**src/sv/gbfp_pkg.sv**
```systemverilog
`timescale 1ns / 1ps
`default_nettype none
// ----------------------------------------------------------------------------
// gbfp_pkg
// Shared types and constants of the binary GPS frame parser.
// ----------------------------------------------------------------------------
package gbfp_pkg;

	localparam int MAX_PAYLOAD_DEF = 64;
	localparam int COUNT_WIDTH_DEF = 16;

	localparam int CFG_IDX_W  = 3;
	localparam int CFG_DATA_W = 8;

	// configuration register indexes
	localparam logic [CFG_IDX_W-1:0] CFG_SYNC_A_V14 = 3'd0;
	localparam logic [CFG_IDX_W-1:0] CFG_SYNC_B_V14 = 3'd1;
	localparam logic [CFG_IDX_W-1:0] CFG_CLASS_V14  = 3'd2;
	localparam logic [CFG_IDX_W-1:0] CFG_NAV_ID_V14 = 3'd3;
	localparam logic [CFG_IDX_W-1:0] CFG_LENGTH_V14 = 3'd4;
	localparam logic [CFG_IDX_W-1:0] CFG_HEADER_V16 = 3'd5;
	localparam logic [CFG_IDX_W-1:0] CFG_NAV_ID_V16 = 3'd6;

	// error codes
	localparam logic [2:0] ERR_NONE     = 3'd0;
	localparam logic [2:0] ERR_OVERRUN  = 3'd1;
	localparam logic [2:0] ERR_TOO_LONG = 3'd2;
	localparam logic [2:0] ERR_CHECKSUM = 3'd3;
	localparam logic [2:0] ERR_UNEXPECT = 3'd4;
	localparam logic [2:0] ERR_SYNC     = 3'd5;

	typedef struct packed {
		logic [7:0] sync_a_v14;
		logic [7:0] sync_b_v14;
		logic [7:0] class_v14;
		logic [7:0] nav_id_v14;
		logic [6:0] length_v14;
		logic [7:0] header_v16;
		logic [7:0] nav_id_v16;
	} cfg_t;

	typedef struct packed {
		logic [7:0]  data_byte;
		logic        payload_valid;
		logic [5:0]  payload_index;
		logic        frame_good;
		logic        frame_error;
		logic [2:0]  error_code;
		logic [15:0] error_count;
		logic        format_v16;
		logic [7:0]  frame_class;
		logic [7:0]  frame_id;
	} res_t;

endpackage
`default_nettype wire

```
**src/sv/gbfp_in_if.sv**
```systemverilog
`timescale 1ns / 1ps
`default_nettype none
// ----------------------------------------------------------------------------
// gbfp_in_if
// Received byte channel: valid/ready handshake with byte and busy flag.
// ----------------------------------------------------------------------------
interface gbfp_in_if;
	logic       valid;
	logic       ready;
	logic [7:0] rx_byte;
	logic       downstream_busy;

	modport source (output valid, output rx_byte, output downstream_busy, input ready);
	modport sink   (input valid, input rx_byte, input downstream_busy, output ready);
endinterface
`default_nettype wire

```
**src/sv/gbfp_out_if.sv**
```systemverilog
`timescale 1ns / 1ps
`default_nettype none
// ----------------------------------------------------------------------------
// gbfp_out_if
// Result channel: valid/ready handshake with one parser result per byte.
// ----------------------------------------------------------------------------
interface gbfp_out_if;
	logic        valid;
	logic        ready;
	logic [7:0]  data_byte;
	logic        payload_valid;
	logic [5:0]  payload_index;
	logic        frame_good;
	logic        frame_error;
	logic [2:0]  error_code;
	logic [15:0] error_count;
	logic        format_v16;
	logic [7:0]  frame_class;
	logic [7:0]  frame_id;

	modport source (
		output valid, output data_byte, output payload_valid, output payload_index,
		output frame_good, output frame_error, output error_code, output error_count,
		output format_v16, output frame_class, output frame_id, input ready
	);
	modport sink (
		input valid, input data_byte, input payload_valid, input payload_index,
		input frame_good, input frame_error, input error_code, input error_count,
		input format_v16, input frame_class, input frame_id, output ready
	);
endinterface
`default_nettype wire

```
**src/sv/gbfp_parse.sv**
```systemverilog
`timescale 1ns / 1ps
`default_nettype none
// ----------------------------------------------------------------------------
// gbfp_parse
// Frame state machine: parser state registers and the per-byte update.
// ----------------------------------------------------------------------------
module gbfp_parse
	import gbfp_pkg::*;
#(
	parameter int MAX_PAYLOAD = MAX_PAYLOAD_DEF,
	parameter int COUNT_WIDTH = COUNT_WIDTH_DEF
) (
	input  wire logic       clk,
	input  wire logic       arst_n,
	input  wire logic       step,
	input  wire logic [7:0] rx_byte,
	input  wire logic       busy,
	input  wire cfg_t       cfg,
	output res_t            res
);

	localparam int IDX_W = $clog2(MAX_PAYLOAD + 1);

	typedef enum logic [3:0] {
		ST_IDLE  = 4'd0,
		ST_S1_14 = 4'd1,
		ST_S2_14 = 4'd2,
		ST_CL_14 = 4'd3,
		ST_H_16  = 4'd4,
		ST_ID_16 = 4'd5,
		ST_PAY   = 4'd6,
		ST_CK1   = 4'd7,
		ST_CK2   = 4'd8
	} state_t;

	state_t                 state_q, state_d;
	logic [7:0]             ck_a_q, ck_a_d, ck_b_q, ck_b_d;
	logic [7:0]             len_q, len_d;
	logic [IDX_W-1:0]       idx_q, idx_d;
	logic [7:0]             class_q, class_d, id_q, id_d;
	logic                   fmt_q, fmt_d;
	logic [2:0]             err_q, err_d;
	logic [COUNT_WIDTH-1:0] cnt_q, cnt_d;

	logic [7:0] sum_a, sum_b, hdr_len;
	logic [8:0] idx_inc;
	logic       ok, good, pvalid;

	assign sum_a   = ck_a_q + rx_byte;
	assign sum_b   = ck_b_q + sum_a;
	assign idx_inc = 9'(idx_q) + 9'd1;
	// length that enters the payload: fixed for 1.4, the byte itself for 1.6
	assign hdr_len = (state_q == ST_ID_16) ? rx_byte : len_q;

	always_comb begin
		state_d = state_q;
		ck_a_d  = ck_a_q;
		ck_b_d  = ck_b_q;
		len_d   = len_q;
		idx_d   = idx_q;
		class_d = class_q;
		id_d    = id_q;
		fmt_d   = fmt_q;
		err_d   = err_q;
		ok      = 1'b1;
		good    = 1'b0;
		pvalid  = 1'b0;

		// header and payload bytes feed the running checksum
		if (state_q inside {ST_IDLE, ST_S1_14, ST_S2_14, ST_CL_14, ST_H_16, ST_ID_16,
				ST_PAY}) begin
			ck_a_d = sum_a;
			ck_b_d = sum_b;
		end

		case (state_q)
			ST_IDLE: begin
				if (rx_byte == cfg.sync_a_v14) begin
					fmt_d   = 1'b0;
					state_d = ST_S1_14;
				end else if (rx_byte == cfg.header_v16) begin
					fmt_d   = 1'b1;
					class_d = rx_byte;
					state_d = ST_H_16;
				end
			end
			ST_S1_14: begin
				if (rx_byte != cfg.sync_b_v14) begin
					err_d = ERR_SYNC;
					ok    = 1'b0;
				end else if (busy) begin
					err_d = ERR_OVERRUN;
					ok    = 1'b0;
				end else begin
					ck_a_d  = '0;
					ck_b_d  = '0;
					len_d   = 8'(cfg.length_v14);
					state_d = ST_S2_14;
				end
			end
			ST_S2_14: begin
				if (rx_byte != cfg.class_v14) begin
					err_d = ERR_SYNC;
					ok    = 1'b0;
				end else begin
					class_d = rx_byte;
					idx_d   = '0;
					state_d = ST_CL_14;
				end
			end
			ST_CL_14, ST_ID_16: begin
				if (state_q == ST_CL_14 && rx_byte != cfg.nav_id_v14) begin
					err_d = ERR_SYNC;
					ok    = 1'b0;
				end else begin
					if (state_q == ST_CL_14) begin
						id_d = rx_byte;
					end
					len_d = hdr_len;
					idx_d = '0;
					if (9'(hdr_len) > 9'(MAX_PAYLOAD)) begin
						err_d = ERR_TOO_LONG;
						ok    = 1'b0;
					end else begin
						state_d = (hdr_len == 8'd0) ? ST_CK1 : ST_PAY;
					end
				end
			end
			ST_H_16: begin
				if (rx_byte != cfg.nav_id_v16) begin
					err_d = ERR_SYNC;
					ok    = 1'b0;
				end else if (busy) begin
					err_d = ERR_OVERRUN;
					ok    = 1'b0;
				end else begin
					id_d    = rx_byte;
					ck_a_d  = '0;
					ck_b_d  = '0;
					state_d = ST_ID_16;
				end
			end
			ST_PAY: begin
				pvalid = 1'b1;
				idx_d  = IDX_W'(idx_inc);
				if (idx_inc >= 9'(len_q)) begin
					state_d = ST_CK1;
				end
			end
			ST_CK1: begin
				if (rx_byte != ck_a_q) begin
					err_d = ERR_CHECKSUM;
					ok    = 1'b0;
				end else begin
					state_d = ST_CK2;
				end
			end
			ST_CK2: begin
				if (rx_byte != ck_b_q) begin
					err_d = ERR_CHECKSUM;
					ok    = 1'b0;
				end else begin
					good    = 1'b1;
					state_d = ST_IDLE;
				end
			end
			default: begin
				err_d = ERR_UNEXPECT;
				ok    = 1'b0;
			end
		endcase

		cnt_d = cnt_q;
		if (!ok) begin
			cnt_d   = cnt_q + {{(COUNT_WIDTH-1){1'b0}}, 1'b1};
			state_d = ST_IDLE;
		end
	end

	always_ff @(posedge clk or negedge arst_n) begin
		if (!arst_n) begin
			state_q <= ST_IDLE;
			ck_a_q  <= '0;
			ck_b_q  <= '0;
			len_q   <= '0;
			idx_q   <= '0;
			class_q <= '0;
			id_q    <= '0;
			fmt_q   <= 1'b0;
			err_q   <= ERR_NONE;
			cnt_q   <= '0;
		end else if (step) begin
			state_q <= state_d;
			ck_a_q  <= ck_a_d;
			ck_b_q  <= ck_b_d;
			len_q   <= len_d;
			idx_q   <= idx_d;
			class_q <= class_d;
			id_q    <= id_d;
			fmt_q   <= fmt_d;
			err_q   <= err_d;
			cnt_q   <= cnt_d;
		end
	end

	always_comb begin
		res.data_byte     = pvalid ? rx_byte : 8'd0;
		res.payload_valid = pvalid;
		res.payload_index = pvalid ? 6'(idx_q) : 6'd0;
		res.frame_good    = good;
		res.frame_error   = !ok;
		res.error_code    = err_d;
		res.error_count   = 16'(cnt_d);
		res.format_v16    = fmt_d;
		res.frame_class   = class_d;
		res.frame_id      = id_d;
	end

endmodule
`default_nettype wire

```
**src/sv/gps_binary_frame_parser.sv**
```systemverilog
`timescale 1ns / 1ps
`default_nettype none
// ----------------------------------------------------------------------------
// gps_binary_frame_parser
// Byte-wise parser for 1.4 and 1.6 binary GPS frames with Fletcher checksum.
// ----------------------------------------------------------------------------
//  channel   dir  handshake      carries
//  rx_chan   in   valid/ready    rx_byte, downstream_busy
//  result    out  valid/ready    payload echo, frame status, error info
//  cfg_*     in   cfg_we only    register index + 8-bit data, no read-back
//
//  The frame state machine updates on the transaction and the result lands in
//  the output register on the same edge, which drives result. A full output
//  register that is being drained still takes a new byte, so bytes stream at
//  one per clock; rx_chan.ready drops only while a result is held and
//  result.ready is low. arst_n clears the parser to idle, zero checksums and
//  count, and loads register defaults.
// ----------------------------------------------------------------------------
module gps_binary_frame_parser
	import gbfp_pkg::*;
#(
	parameter int MAX_PAYLOAD = MAX_PAYLOAD_DEF,
	parameter int COUNT_WIDTH = COUNT_WIDTH_DEF
) (
	input  wire logic                  clk,
	input  wire logic                  arst_n,
	input  wire logic                  cfg_we,
	input  wire logic [CFG_IDX_W-1:0]  cfg_index,
	input  wire logic [CFG_DATA_W-1:0] cfg_wdata,
	gbfp_in_if.sink                    rx_chan,
	gbfp_out_if.source                 result
);

	cfg_t cfg_q;
	res_t res_d, res_q;
	logic out_valid_q;
	logic take;

	// --- configuration registers -------------------------------------------
	always_ff @(posedge clk or negedge arst_n) begin
		if (!arst_n) begin
			cfg_q.sync_a_v14 <= 8'd181;
			cfg_q.sync_b_v14 <= 8'd98;
			cfg_q.class_v14  <= 8'd1;
			cfg_q.nav_id_v14 <= 8'd5;
			cfg_q.length_v14 <= 7'd32;
			cfg_q.header_v16 <= 8'd208;
			cfg_q.nav_id_v16 <= 8'd221;
		end else if (cfg_we) begin
			case (cfg_index)
				CFG_SYNC_A_V14: cfg_q.sync_a_v14 <= cfg_wdata;
				CFG_SYNC_B_V14: cfg_q.sync_b_v14 <= cfg_wdata;
				CFG_CLASS_V14:  cfg_q.class_v14  <= cfg_wdata;
				CFG_NAV_ID_V14: cfg_q.nav_id_v14 <= cfg_wdata;
				CFG_LENGTH_V14: cfg_q.length_v14 <= cfg_wdata[6:0];
				CFG_HEADER_V16: cfg_q.header_v16 <= cfg_wdata;
				CFG_NAV_ID_V16: cfg_q.nav_id_v16 <= cfg_wdata;
				default: ;  // unused index, write dropped
			endcase
		end
	end

	// --- input handshake ---------------------------------------------------
	// accept whenever the output slot is free or drains this cycle
	assign rx_chan.ready = !out_valid_q || result.ready;
	assign take          = rx_chan.valid && rx_chan.ready;

	// --- frame state machine -----------------------------------------------
	gbfp_parse #(
		.MAX_PAYLOAD (MAX_PAYLOAD),
		.COUNT_WIDTH (COUNT_WIDTH)
	) u_parse (
		.clk     (clk),
		.arst_n  (arst_n),
		.step    (take),
		.rx_byte (rx_chan.rx_byte),
		.busy    (rx_chan.downstream_busy),
		.cfg     (cfg_q),
		.res     (res_d)
	);

	// --- output register ---------------------------------------------------
	always_ff @(posedge clk or negedge arst_n) begin
		if (!arst_n) begin
			out_valid_q <= 1'b0;
		end else if (take) begin
			out_valid_q <= 1'b1;
		end else if (result.ready) begin
			out_valid_q <= 1'b0;
		end
	end

	// payload only, no reset needed
	always_ff @(posedge clk) begin
		if (take) begin
			res_q <= res_d;
		end
	end

	assign result.valid         = out_valid_q;
	assign result.data_byte     = res_q.data_byte;
	assign result.payload_valid = res_q.payload_valid;
	assign result.payload_index = res_q.payload_index;
	assign result.frame_good    = res_q.frame_good;
	assign result.frame_error   = res_q.frame_error;
	assign result.error_code    = res_q.error_code;
	assign result.error_count   = res_q.error_count;
	assign result.format_v16    = res_q.format_v16;
	assign result.frame_class   = res_q.frame_class;
	assign result.frame_id      = res_q.frame_id;

endmodule
`default_nettype wire
```
**src/flat_wrapper.sv**
```systemverilog
// flat-port wrapper written by rule: the top's interface ports become plain ports
module gps_binary_frame_parser_flat import gbfp_pkg::*;
#(
	parameter int MAX_PAYLOAD = MAX_PAYLOAD_DEF,
	parameter int COUNT_WIDTH = COUNT_WIDTH_DEF
)
  (clk, arst_n, cfg_we, cfg_index, cfg_wdata, rx_chan_valid, rx_chan_rx_byte, rx_chan_downstream_busy, rx_chan_ready, result_valid, result_data_byte, result_payload_valid, result_payload_index, result_frame_good, result_frame_error, result_error_code, result_error_count, result_format_v16, result_frame_class, result_frame_id, result_ready);
  gbfp_in_if rx_chan_i ();
  gbfp_out_if result_i ();
  input  wire logic clk;
  input  wire logic arst_n;
  input  wire logic cfg_we;
  input  wire logic [CFG_IDX_W-1:0] cfg_index;
  input  wire logic [CFG_DATA_W-1:0] cfg_wdata;
  input wire logic [$bits(rx_chan_i.valid)-1:0] rx_chan_valid;
  input wire logic [$bits(rx_chan_i.rx_byte)-1:0] rx_chan_rx_byte;
  input wire logic [$bits(rx_chan_i.downstream_busy)-1:0] rx_chan_downstream_busy;
  output wire logic [$bits(rx_chan_i.ready)-1:0] rx_chan_ready;
  output wire logic [$bits(result_i.valid)-1:0] result_valid;
  output wire logic [$bits(result_i.data_byte)-1:0] result_data_byte;
  output wire logic [$bits(result_i.payload_valid)-1:0] result_payload_valid;
  output wire logic [$bits(result_i.payload_index)-1:0] result_payload_index;
  output wire logic [$bits(result_i.frame_good)-1:0] result_frame_good;
  output wire logic [$bits(result_i.frame_error)-1:0] result_frame_error;
  output wire logic [$bits(result_i.error_code)-1:0] result_error_code;
  output wire logic [$bits(result_i.error_count)-1:0] result_error_count;
  output wire logic [$bits(result_i.format_v16)-1:0] result_format_v16;
  output wire logic [$bits(result_i.frame_class)-1:0] result_frame_class;
  output wire logic [$bits(result_i.frame_id)-1:0] result_frame_id;
  input wire logic [$bits(result_i.ready)-1:0] result_ready;
  assign rx_chan_i.valid = rx_chan_valid;
  assign rx_chan_i.rx_byte = rx_chan_rx_byte;
  assign rx_chan_i.downstream_busy = rx_chan_downstream_busy;
  assign rx_chan_ready = rx_chan_i.ready;
  assign result_valid = result_i.valid;
  assign result_data_byte = result_i.data_byte;
  assign result_payload_valid = result_i.payload_valid;
  assign result_payload_index = result_i.payload_index;
  assign result_frame_good = result_i.frame_good;
  assign result_frame_error = result_i.frame_error;
  assign result_error_code = result_i.error_code;
  assign result_error_count = result_i.error_count;
  assign result_format_v16 = result_i.format_v16;
  assign result_frame_class = result_i.frame_class;
  assign result_frame_id = result_i.frame_id;
  assign result_i.ready = result_ready;
  gps_binary_frame_parser #(.MAX_PAYLOAD(MAX_PAYLOAD), .COUNT_WIDTH(COUNT_WIDTH)) u_core (.clk(clk), .arst_n(arst_n), .cfg_we(cfg_we), .cfg_index(cfg_index), .cfg_wdata(cfg_wdata), .rx_chan(rx_chan_i), .result(result_i));
endmodule
```
**config.mk**
```make
export PLATFORM = sky130hd
export DESIGN_NAME = gps_binary_frame_parser_flat
export DESIGN_NICKNAME = d
export VERILOG_FILES = /design/src/sv/gbfp_pkg.sv /design/src/sv/gbfp_in_if.sv /design/src/sv/gbfp_out_if.sv /design/src/sv/gbfp_parse.sv /design/src/sv/gps_binary_frame_parser.sv /design/src/flat_wrapper.sv
export SDC_FILE = /design/constraint.sdc
export NUM_CORES = 1
export LEC_CHECK = 0
export BUFFER_PORTS_ARGS = -buffer_cell sky130_fd_sc_hd__buf_2
export CORE_ASPECT_RATIO = 0.9
export CORE_MARGIN = 2
export CORE_UTILIZATION = 55
export CTS_CLUSTER_SIZE = 10
export DETAILED_ROUTE_END_ITERATION = 16
export GPL_TIMING_DRIVEN = 0
export PLACE_DENSITY_LB_ADDON = 0.25
export SYNTH_ARGS = -nofsm -noshare
export SYNTH_HDL_FRONTEND = slang
export SYNTH_HIERARCHICAL = 1
export SYNTH_SLANG_ARGS = --single-unit
```
**constraint.sdc**
```tcl
create_clock -name clk -period 6.5 [get_ports clk]
set_clock_uncertainty 0.05 [all_clocks]
set_input_delay 0 -clock clk [delete_from_list [all_inputs] [get_ports clk]]
set_output_delay 0 -clock clk [all_outputs]
set_load 0.03 [all_outputs]
```
======== Word-level counts from Yosys, hierarchy flattened ========
Index checks and enable logic that the tools add are counted.
storage, ports and cells
  bits in latches ......................... 0
  bits in read-only memories .............. 0
  RAM bits ................................ 0
  register bits after elaboration ......... 180
  bits of input ports ..................... 25
  word-level logic and storage cells ...... 163
  output and inout bits ................... 55
  memories ................................ 0
cells by class
  multiplexer cells ....................... 67
  shift operators ......................... 0
  magnitude comparators ................... 2
  div/mod/pow operators ................... 0
  $mul .................................... 0
  eq/ne operators ......................... 38
  bitwise operators ....................... 0
  add/subtract/negate cells ............... 4
  reductions and logical operators ........ 24
operators with widths
  kind                     count
  $mux W8                  19
  $pmux W8 S2              5
  $mux W4                  13
  $ne A8 B8 Y1             6
  $pmux W4 S8              1
  $ne A3 B3 Y1 const B     9
  $mux W3                  8
  $pmux W3 S7              1
  $pmux W7 S3              1
  $add A16 B1 Y16 const B  1
  $add A8 B8 Y8            2
  $eq A4 B3 Y1 const B     4
  $eq A8 B8 Y1             2
  $mux W16                 1
  $mux W1                  15
  $mux W7                  2
  $reduce_and A2 Y1        7
  $reduce_and A13 Y1       1
  $eq A3 B3 Y1 const B     3
  $ne A9 B1 Y1 const B     1
  $add A7 B1 Y8 const B    1
  $eq A4 B2 Y1 const B     2
  $ge A8 B8 Y1             1
  $gt A8 B7 Y1 const B     1
  20 further kinds         28

======== Depth between registers and ports, before layout ========
Gate-level depths: netlist of run 1.
  depth after elaboration ................. 8
  gate-level depth with buffers ........... 14
  depth with buffers taken out ............ 14

======== Cells and area by module ========
The synthesis of run 1 kept the hierarchy.
modules (own cells, without submodules)
  module                   area each (um^2)  seq. area each (um^2)  times used  cells each
  gbfp_parse               5661.7            1776.7                 1           612
  gps_binary_frame_parser  3772.4            3019.1                 1           181

======== Worst setup path after synthesis of run 1 ========
Ideal clock, no wire load.
  path type ............................... register -> register
  from .................................... register u_core.out_valid_q (netlist: u_core/result.valid)
  to ...................................... register u_core.u_parse.state_q[1]
  stages on the path, launching flop included .. 10
  slack ................................... 2815 ps
  period minus slack after synthesis ...... 3685 ps
  setup time .............................. 68 ps
  data required time ...................... 6382 ps
  arrival ................................. 3568 ps
  cells stage by stage .................... dfrtp_1 > nand2b_1 > and2_1 > clkbuf_1 > inv_1 > a211oi_1 > o31ai_1 > a211oi_1 > nor4bb_4 > a32o_1
on the way
  cells in the longest elaborated chain, start to end .. 4
RTL lines
  item                                 line                           RTL
  from (decl)                          gps_binary_frame_parser.sv:36  logic out_valid_q;
  from (signal assigned)               gps_binary_frame_parser.sv:85  out_valid_q <= 1'b0;
  from (signal assigned)               gps_binary_frame_parser.sv:87  out_valid_q <= 1'b1;
  from (signal assigned)               gps_binary_frame_parser.sv:89  out_valid_q <= 1'b0;
  $logic_not A1 Y1                     gps_binary_frame_parser.sv:65  assign rx_chan.ready = !out_valid_q || result.ready;
  $logic_or A1 B1 Y1                   gps_binary_frame_parser.sv:65
  named net rx_chan_ready              flat_wrapper.sv:18             output wire logic [$bits(rx_chan_i.ready)-1:0] rx_chan_ready;
  $logic_and A1 B1 Y1                  gps_binary_frame_parser.sv:66  assign take = rx_chan.valid && rx_chan.ready;
  named net u_core.take                gps_binary_frame_parser.sv:37  logic take;
  $reduce_and A13 Y1 (no source line)  n/a
  to (signal assigned)                 gbfp_parse.sv:193              state_q <= state_d;
  to (decl)                            gbfp_parse.sv:36               state_t state_q, state_d;
The timed path passes the listed nets, and every way through them passes these cells.
A chain may end at the register's enable or synchronous reset.

======== Final worst setup path of run 1 ========
  from .................................... register u_core.out_valid_q (netlist: u_core/result.valid)
  to ...................................... register u_core.u_parse.state_q[1]
on the way
  cells in the longest elaborated chain, start to end .. 4
RTL lines
  item                                 line
  $logic_not A1 Y1                     gps_binary_frame_parser.sv:65
  $logic_or A1 B1 Y1                   gps_binary_frame_parser.sv:65
  $logic_and A1 B1 Y1                  gps_binary_frame_parser.sv:66
  named net u_core.take                gps_binary_frame_parser.sv:37
  $reduce_and A13 Y1 (no source line)  n/a
The timed path passes the listed nets, and every way through them passes these cells.

==> impl_metrics.ini, run 1 <==
[synth]
synthSimpleGateAreaFrac_pct = 12.5
synth_compound_area_share_pct = 8.14
synth.ff_latch_count = 180
synth-edff-count = 53
syn_inst = 793
syn_area_um2 = 9430
syn_nets = 844
synth_top_family_by_area = simple AND/OR/NAND/NOR gates
synth_fa_ha_area_share_pct = 3.61
synth.avg_cell_area_um2 = 11.9
async_reset_ff_share_pct = 70.6
muxShareOfSynthArea_pct = 11.3
synth_top_flop_cell = dfrtp_1
yosysWarnings = 6
synth_cell_type_count = 70
synth-xor-area-share_pct = 9.75
synth_seq_area_share_pct = 50.8

[sta]
layout_min_cycle_time_ns = 3.25
slew_headroom_pct = 55.2
clock.fmax_ghz = 0.308
tightest_slew_ns = 0.670
final-setup-viol-count = 0
finalSetupTns_ns = 0
hold_viol = 0
post-route-period-util_pct = 50.0
rsz0062_at_grt = false
drv_slew = 0

[floorplanning]
coreArea_um2 = 16800
row_count = 45
initial_core_util_pct = 56.0
fp.dieW_um = 142
die-area_um2 = 18200
die_h_um = 128
ios = 80

[placement]
gp_congestion = 0.927
hpwl_um = 14700
io_buffer_count = 73

[critical_path]
slowest_delay_ns = 0.43
critical_path.top_delay_family = compound AO/OA/AOI/OAI gates
crit_fanout = 42
arrival_ns = 3.56
path_buf_inv = 3
cpMostUsedCell = a211oi_1
cp_cell_sequence = nand2b_1, and2_2, buf_12, clkbuf_1, inv_1, a211oi_1, o31ai_1, a211oi_1, nor4bb_4, a32o_1
path_class = reg -> reg
reg2regPathDepth = 10
crit_required_ns = 6.82
worst-path-stages = 10
startpoint_type = flop
cp_slowest_cell = nor4bb_4
end_kind = flop

[run]
cap_violations = 0

[grt]
grt_use_total_pct = 24.7
grt_pass1_vias = 6157
grt_max_degree = 82
grt_pass1_wl_um = 33900
grt_antenna_before_repair = 1
overflow = 0

[clock_tree]
cts_tree = built
clock_tree.root_cell = clkbuf_16
cts_inserted_buffers = 17
clockBufferDepth = 2
h-tree-depth = 4
clock_latency_ns = 0.44
cts_sinks = 180
path_clk_slew_ns = 0.06

[finish]
final_core_util_pct = 64.3
final_nets = 950
top_register = u_core/cfg_q
fillers = 1318
area_delta_synth_final_pct = 14.8
largest_reg_flops = 55
n_antenna_cell = 0
layout-drive-gt1-share_pct = 28.6

[outcome]
status = complete, no violations

[routing]
wl_per_cell_um = 19.0
drtIter0Drc = 425
ant_nets = 0
vias = 6476
drt_pass1_iterations = 5
wl_um = 21400
drc = 0
via_per_inst = 5.77

[power_and_ir_drop]
p_comb_share_pct = 38.3
p_leak_nw = 4.54
p_sw_share_pct = 34.9
internal_power_mw = 2.83
p_clk_share_pct = 23.9
power_density_nw_per_um2 = 402
vdd_drop_max_mv = 0.273
p_switching_mw = 1.52
p_seq_share_pct = 37.8

[worst_hold_path]
hold_class = in -> async
[per-layer routing]
metal / vias up / wire [um] / track usage, %
met5: - / 0 / 0
met4: 0 / 257 / 6.65
met3: 21 / 1090 / 5.12
met2: 161 / 9680 / 36.6
met1: 3225 / 10400 / 37.1
li1: 3069 / - / -
[worst register-to-register path: stages (launching register included)]
cell	delay (ns)
dfrtp_1	0.37
nand2b_1	0.10
and2_2	0.36
buf_12	0.27
clkbuf_1	0.45
inv_1	0.21
a211oi_1	0.21
o31ai_1	0.11
a211oi_1	0.40
nor4bb_4	0.43
a32o_1	0.21
[cells in the final DEF, fill, tap and decap left out, types with 7 or more instances in the layout]
master | netlist | final
clkbuf_16 | 0 | 17
nor3_1 | 9 | 9
o21ai_0 | 17 | 17
edfxtp_1 | 53 | 53
dfrtp_1 | 106 | 106
nand3_1 | 33 | 33
dfstp_2 | 21 | 21
xnor2_1 | 74 | 74
and3_1 | 16 | 16
buf_2 | 17 | 89
a21oi_1 | 15 | 15
nand4_1 | 15 | 15
nor2_1 | 27 | 27
xor2_1 | 31 | 31
dlygate4sd3_1 | 0 | 12
nor4_1 | 7 | 7
a211oi_1 | 8 | 8
nand2_1 | 50 | 50
clkbuf_1 | 14 | 17
o22a_1 | 14 | 14
nand2b_1 | 7 | 7
a21o_1 | 7 | 7
ha_1 | 24 | 24
o31ai_1 | 8 | 8
inv_1 | 23 | 23
mux2_2 | 92 | 92
and2_1 | 12 | 11
buf_6 | 7 | 8
[final timing paths]
check | from | endpoint | slack, ns
max in group asynchronous | arst_n | u_core/cfg_q[4]$_DFFE_PN1P_ | 5.59
max | u_core/result.valid$_DFFE_PN0P_ | u_core/u_parse/state_q[1]$_DFFE_PN0P_ | 3.25
min | arst_n | u_core/u_parse/idx_q[1]$_DFFE_PN0P_ | 0.02
min reg2reg | u_core/u_parse/ck_a_q[4]$_DFFE_PN0P_ | u_core/u_parse/ck_a_q[4]$_DFFE_PN0P_ | 0.44
min in group clk | cfg_index[2] | u_core/cfg_q[51]$_DFFE_PN1P_ | 0.04
max reg2reg | u_core/result.valid$_DFFE_PN0P_ | u_core/u_parse/state_q[1]$_DFFE_PN0P_ | 3.25
[power by group through the flow]
stage / Clock (mW) / Combinational [mW] / Sequential [mW]
finish: 1.04 / 1.67 / 1.65
global route: 1.11 / 1.83 / 1.68
CTS: 1.06 / 1.66 / 1.65
detailed placement: 0 / 1.65 / 1.67
global placement: 0 / 1.60 / 1.66
floorplan: 0 / 1.21 / 1.72
[final cells by class]
type	count	area, um^2	area share [%]
well taps	211	264	2.44
plain buffers	48	273	2.52
inverters	24	90.1	0.832
repair buffers	87	539	4.98
clock buffers	20	437	4.03
flip-flops and latches	180	4800	44.3
clock inverters	12	153	1.41
multi-input cells	541	4280	39.5
[cell usage after synthesis (8+ instances only)]
cell	instances	area, um^2
dfstp_2	21	552
o31ai_1	8	60.1
o22a_1	14	123
edfxtp_1	53	1590
o21ai_0	17	85.1
and2_1	12	75.1
nand3_1	33	165
a211oi_1	8	60.1
clkbuf_1	14	52.6
nor2_1	27	101
xor2_1	31	272
nand2_1	50	188
mux2_2	92	1040
buf_2	17	85.1
nand4_1	15	93.8
inv_1	23	86.3
nor3_1	9	45.0
and3_1	16	100
ha_1	24	300
dfrtp_1	106	2650
xnor2_1	74	648
a21oi_1	15	75.1
[what timing repair did]
| action | CTS | global route |
|---|---|---|
| resized for setup | 0 | 0 |
| endpoints found under the hold margin | 163 | 0 |
| setup endpoints to repair | 0 | 0 |
| hold buffers | 12 | 0 |
| setup buffers | 0 | 0 |
[logic make-up (layout without fill, tap and decap cells)]
| group | after synthesis | in the layout |
|---|---|---|
| and+or+nand+nor | 208 | 208 |
| DFF | 180 | 180 |
| AOI/OAI and AO/OA | 107 | 107 |
| xor gates and xnor gates | 105 | 105 |
| muxes | 95 | 95 |
| buffers and inverters | 72 | 191 |
| adders and majority gates | 26 | 26 |
[metrics by stage]
stage / cell area, um^2 / std cells / setup WS [ns] / hold slack, ns / total power [mW]
2_1_floorplan: 9430 / 793 / 2.81 / -0.346 / 2.93
3_3_place_gp: 10100 / 1077 / 2.18 / 0.155 / 3.26
3_5_place_dp: 10100 / 1079 / 3.27 / -0.0807 / 3.31
4_1_cts: 10800 / 1123 / 3.25 / 0.0217 / 4.37
5_1_grt: 10800 / 1123 / 3.03 / 0.0514 / 4.62
6_report: 10800 / 1123 / 3.25 / 0.0194 / 4.35
Note: power is estimated with default switching activity, not from simulation.
==> run 2: changes to the inputs <==
Clock period 6.5 ns to 3.4 ns, I/O delays scaled along.
==> impl_metrics.ini, run 2 (synthesis gave the netlist of run 1 again) <==
[power_and_ir_drop]
p_seq_share_pct = 38.1
p_switching_mw = 3.02
vdd_drop_max_mv = 0.513
power_density_nw_per_um2 = 763
p_clk_share_pct = 23.2
p_leak_nw = 4.54
p_comb_share_pct = 38.7
internal_power_mw = 5.24
p_sw_share_pct = 36.6

[sta]
clock.fmax_ghz = 0.321
layout_min_cycle_time_ns = 3.11
rsz0062_at_grt = false
hold_viol = 0
post-route-period-util_pct = 91.6
drv_slew = 0
slew_headroom_pct = 55.9
finalSetupTns_ns = 0
final-setup-viol-count = 0
tightest_slew_ns = 0.658

[finish]
top_register = u_core/cfg_q
mostFrequentLayoutCells = dfrtp_1, mux2_2, buf_2
final_common_cell = dfrtp_1
final_nets = 951
area_delta_synth_final_pct = 14.8
n_antenna_cell = 0
layout-drive-gt1-share_pct = 29.2
final_core_util_pct = 64.3
final_area_um2 = 10800
largest_reg_flops = 55

[outcome]
status = complete, no violations

[clock_tree]
cts_tree = built
clock_latency_ns = 0.43
clockBufferDepth = 2
cts_sinks = 180
cts_inserted_buffers = 17
path_clk_slew_ns = 0.07
clock_tree.root_cell = clkbuf_16
h-tree-depth = 4

[critical_path]
crit_fanout = 3
arrival_ns = 3.36
end_kind = flop
path_class = reg -> reg
startpoint_type = flop
crit_required_ns = 3.65

[routing]
drtIter0Drc = 384
wl_per_cell_um = 19.4
ant_nets = 0
vias = 6511
wl_um = 21800
via_per_inst = 5.79
drc = 0
drt_pass1_iterations = 6

[floorplanning]
coreArea_um2 = 16800
ios = 80
initial_core_util_pct = 56.0
row_count = 45
fp.dieW_um = 142
die_h_um = 128
die-area_um2 = 18200

[grt]
grt_max_degree = 97
grt_antenna_before_repair = 0
grt_use_total_pct = 25.2
grt_pass1_vias = 6572
grt_pass1_wl_um = 35100
overflow = 0

[run]
cap_violations = 0

[placement]
gp_congestion = 0.913
hpwl_um = 14500
io_buffer_count = 73
dpl_cell_area_um2 = 10100

[worst_hold_path]
hold_class = in -> reg
run 2: cell types whose count changed in the layout (fill, tap and decap cells not counted), sizes merged:
cell	before	now
and2	13	14
clkbuf	34	31
bufinv	3	0
clkinv	6	5
clkinvlp	1	3
inv	26	31
run 2: power groups by stage:
stage / sequential, mW / clock [mW] / combinational [mW]
floorplan: 3.28 / 0 / 2.31
global placement: 3.16 / 0 / 3.06
detailed placement: 3.18 / 0 / 3.14
CTS: 3.14 / 1.95 / 3.18
global route: 3.21 / 2.05 / 3.55
finish: 3.14 / 1.92 / 3.20
run 2: critical path, cell delays in order (launching register included):
cell      delay (ns)
dfrtp_1         0.38
ha_1            0.21
fa_1            0.40
a21o_1          0.20
a21oi_1         0.23
o21bai_1        0.10
a21oi_1         0.17
xnor2_1         0.10
ha_1            0.22
o41ai_1         0.43
xnor2_1         0.23
nand3b_1        0.15
o221ai_1        0.11
run 2: path summary, 6_finish.rpt:
path	endpoint	cells past startpoint	from	slack [ns]
hold reg to reg	u_core/u_parse/ck_a_q[5]$_DFFE_PN0P_	2	u_core/u_parse/ck_a_q[5]$_DFFE_PN0P_	0.42
max in group asynchronous	u_core/u_parse/ck_b_q[2]$_DFFE_PN0P_	3	arst_n	2.74
min in group asynchronous	u_core/cfg_q[15]$_DFFE_PN1P_	2	arst_n	0.06
setup / recovery	u_core/u_parse/ck_b_q[7]$_DFFE_PN0P_	12	u_core/u_parse/ck_a_q[0]$_DFFE_PN0P_	0.29
setup reg to reg	u_core/u_parse/ck_b_q[7]$_DFFE_PN0P_	12	u_core/u_parse/ck_a_q[0]$_DFFE_PN0P_	0.29
hold / removal	u_core/cfg_q[48]$_DFFE_PN0P_	3	cfg_index[0]	0.02
run 2: final cells by class:
type,count,area [um^2]
Clock buffer,17,425
Fill cell,1320,6000
Sequential cell,180,4800
Multi-Input combinational cell,542,4290
Tap cell,211,264
Timing Repair Buffer,87,539
Inverter,24,90.1
Buffer,48,273
Clock inverter,15,160
run 2: per-layer routing:
layer  vias up  global-route usage [%]  part of all wire (%)  wire length (um)
met3        26                    5.45                   5.6              1220
met4         0                    7.76                   1.6               351
met1      3220                    35.7                    46             10100
met2       184                    39.2                    46             10100
li1       3081                       -                     -                 -
met5         -                       0                     0                 0
run 2: stage by stage:
| stage | instances | power [mW] | hold WS, ns | worst slack (ns) |
|---|---|---|---|---|
| 6_report | 1124 | 8.26 | 0.0228 | 0.285 |
| 5_1_grt | 1124 | 8.81 | 0.0302 | 0.0307 |
| 4_1_cts | 1123 | 8.28 | 0.0104 | 0.0951 |
| 3_5_place_dp | 1078 | 6.32 | -0.144 | -0.266 |
| 3_3_place_gp | 1077 | 6.22 | 0.156 | -0.190 |
| 2_1_floorplan | 793 | 5.59 | -0.346 | 0.264 |
run 2: repair_timing:
item	4_1_cts	5_1_grt
buffers inserted	0	0
resized for setup	1	0
setup endpoints to repair	19	9
cloned	0	1
pin swaps	0	1
hold buffers	13	0
endpoints found under the hold margin	167	0
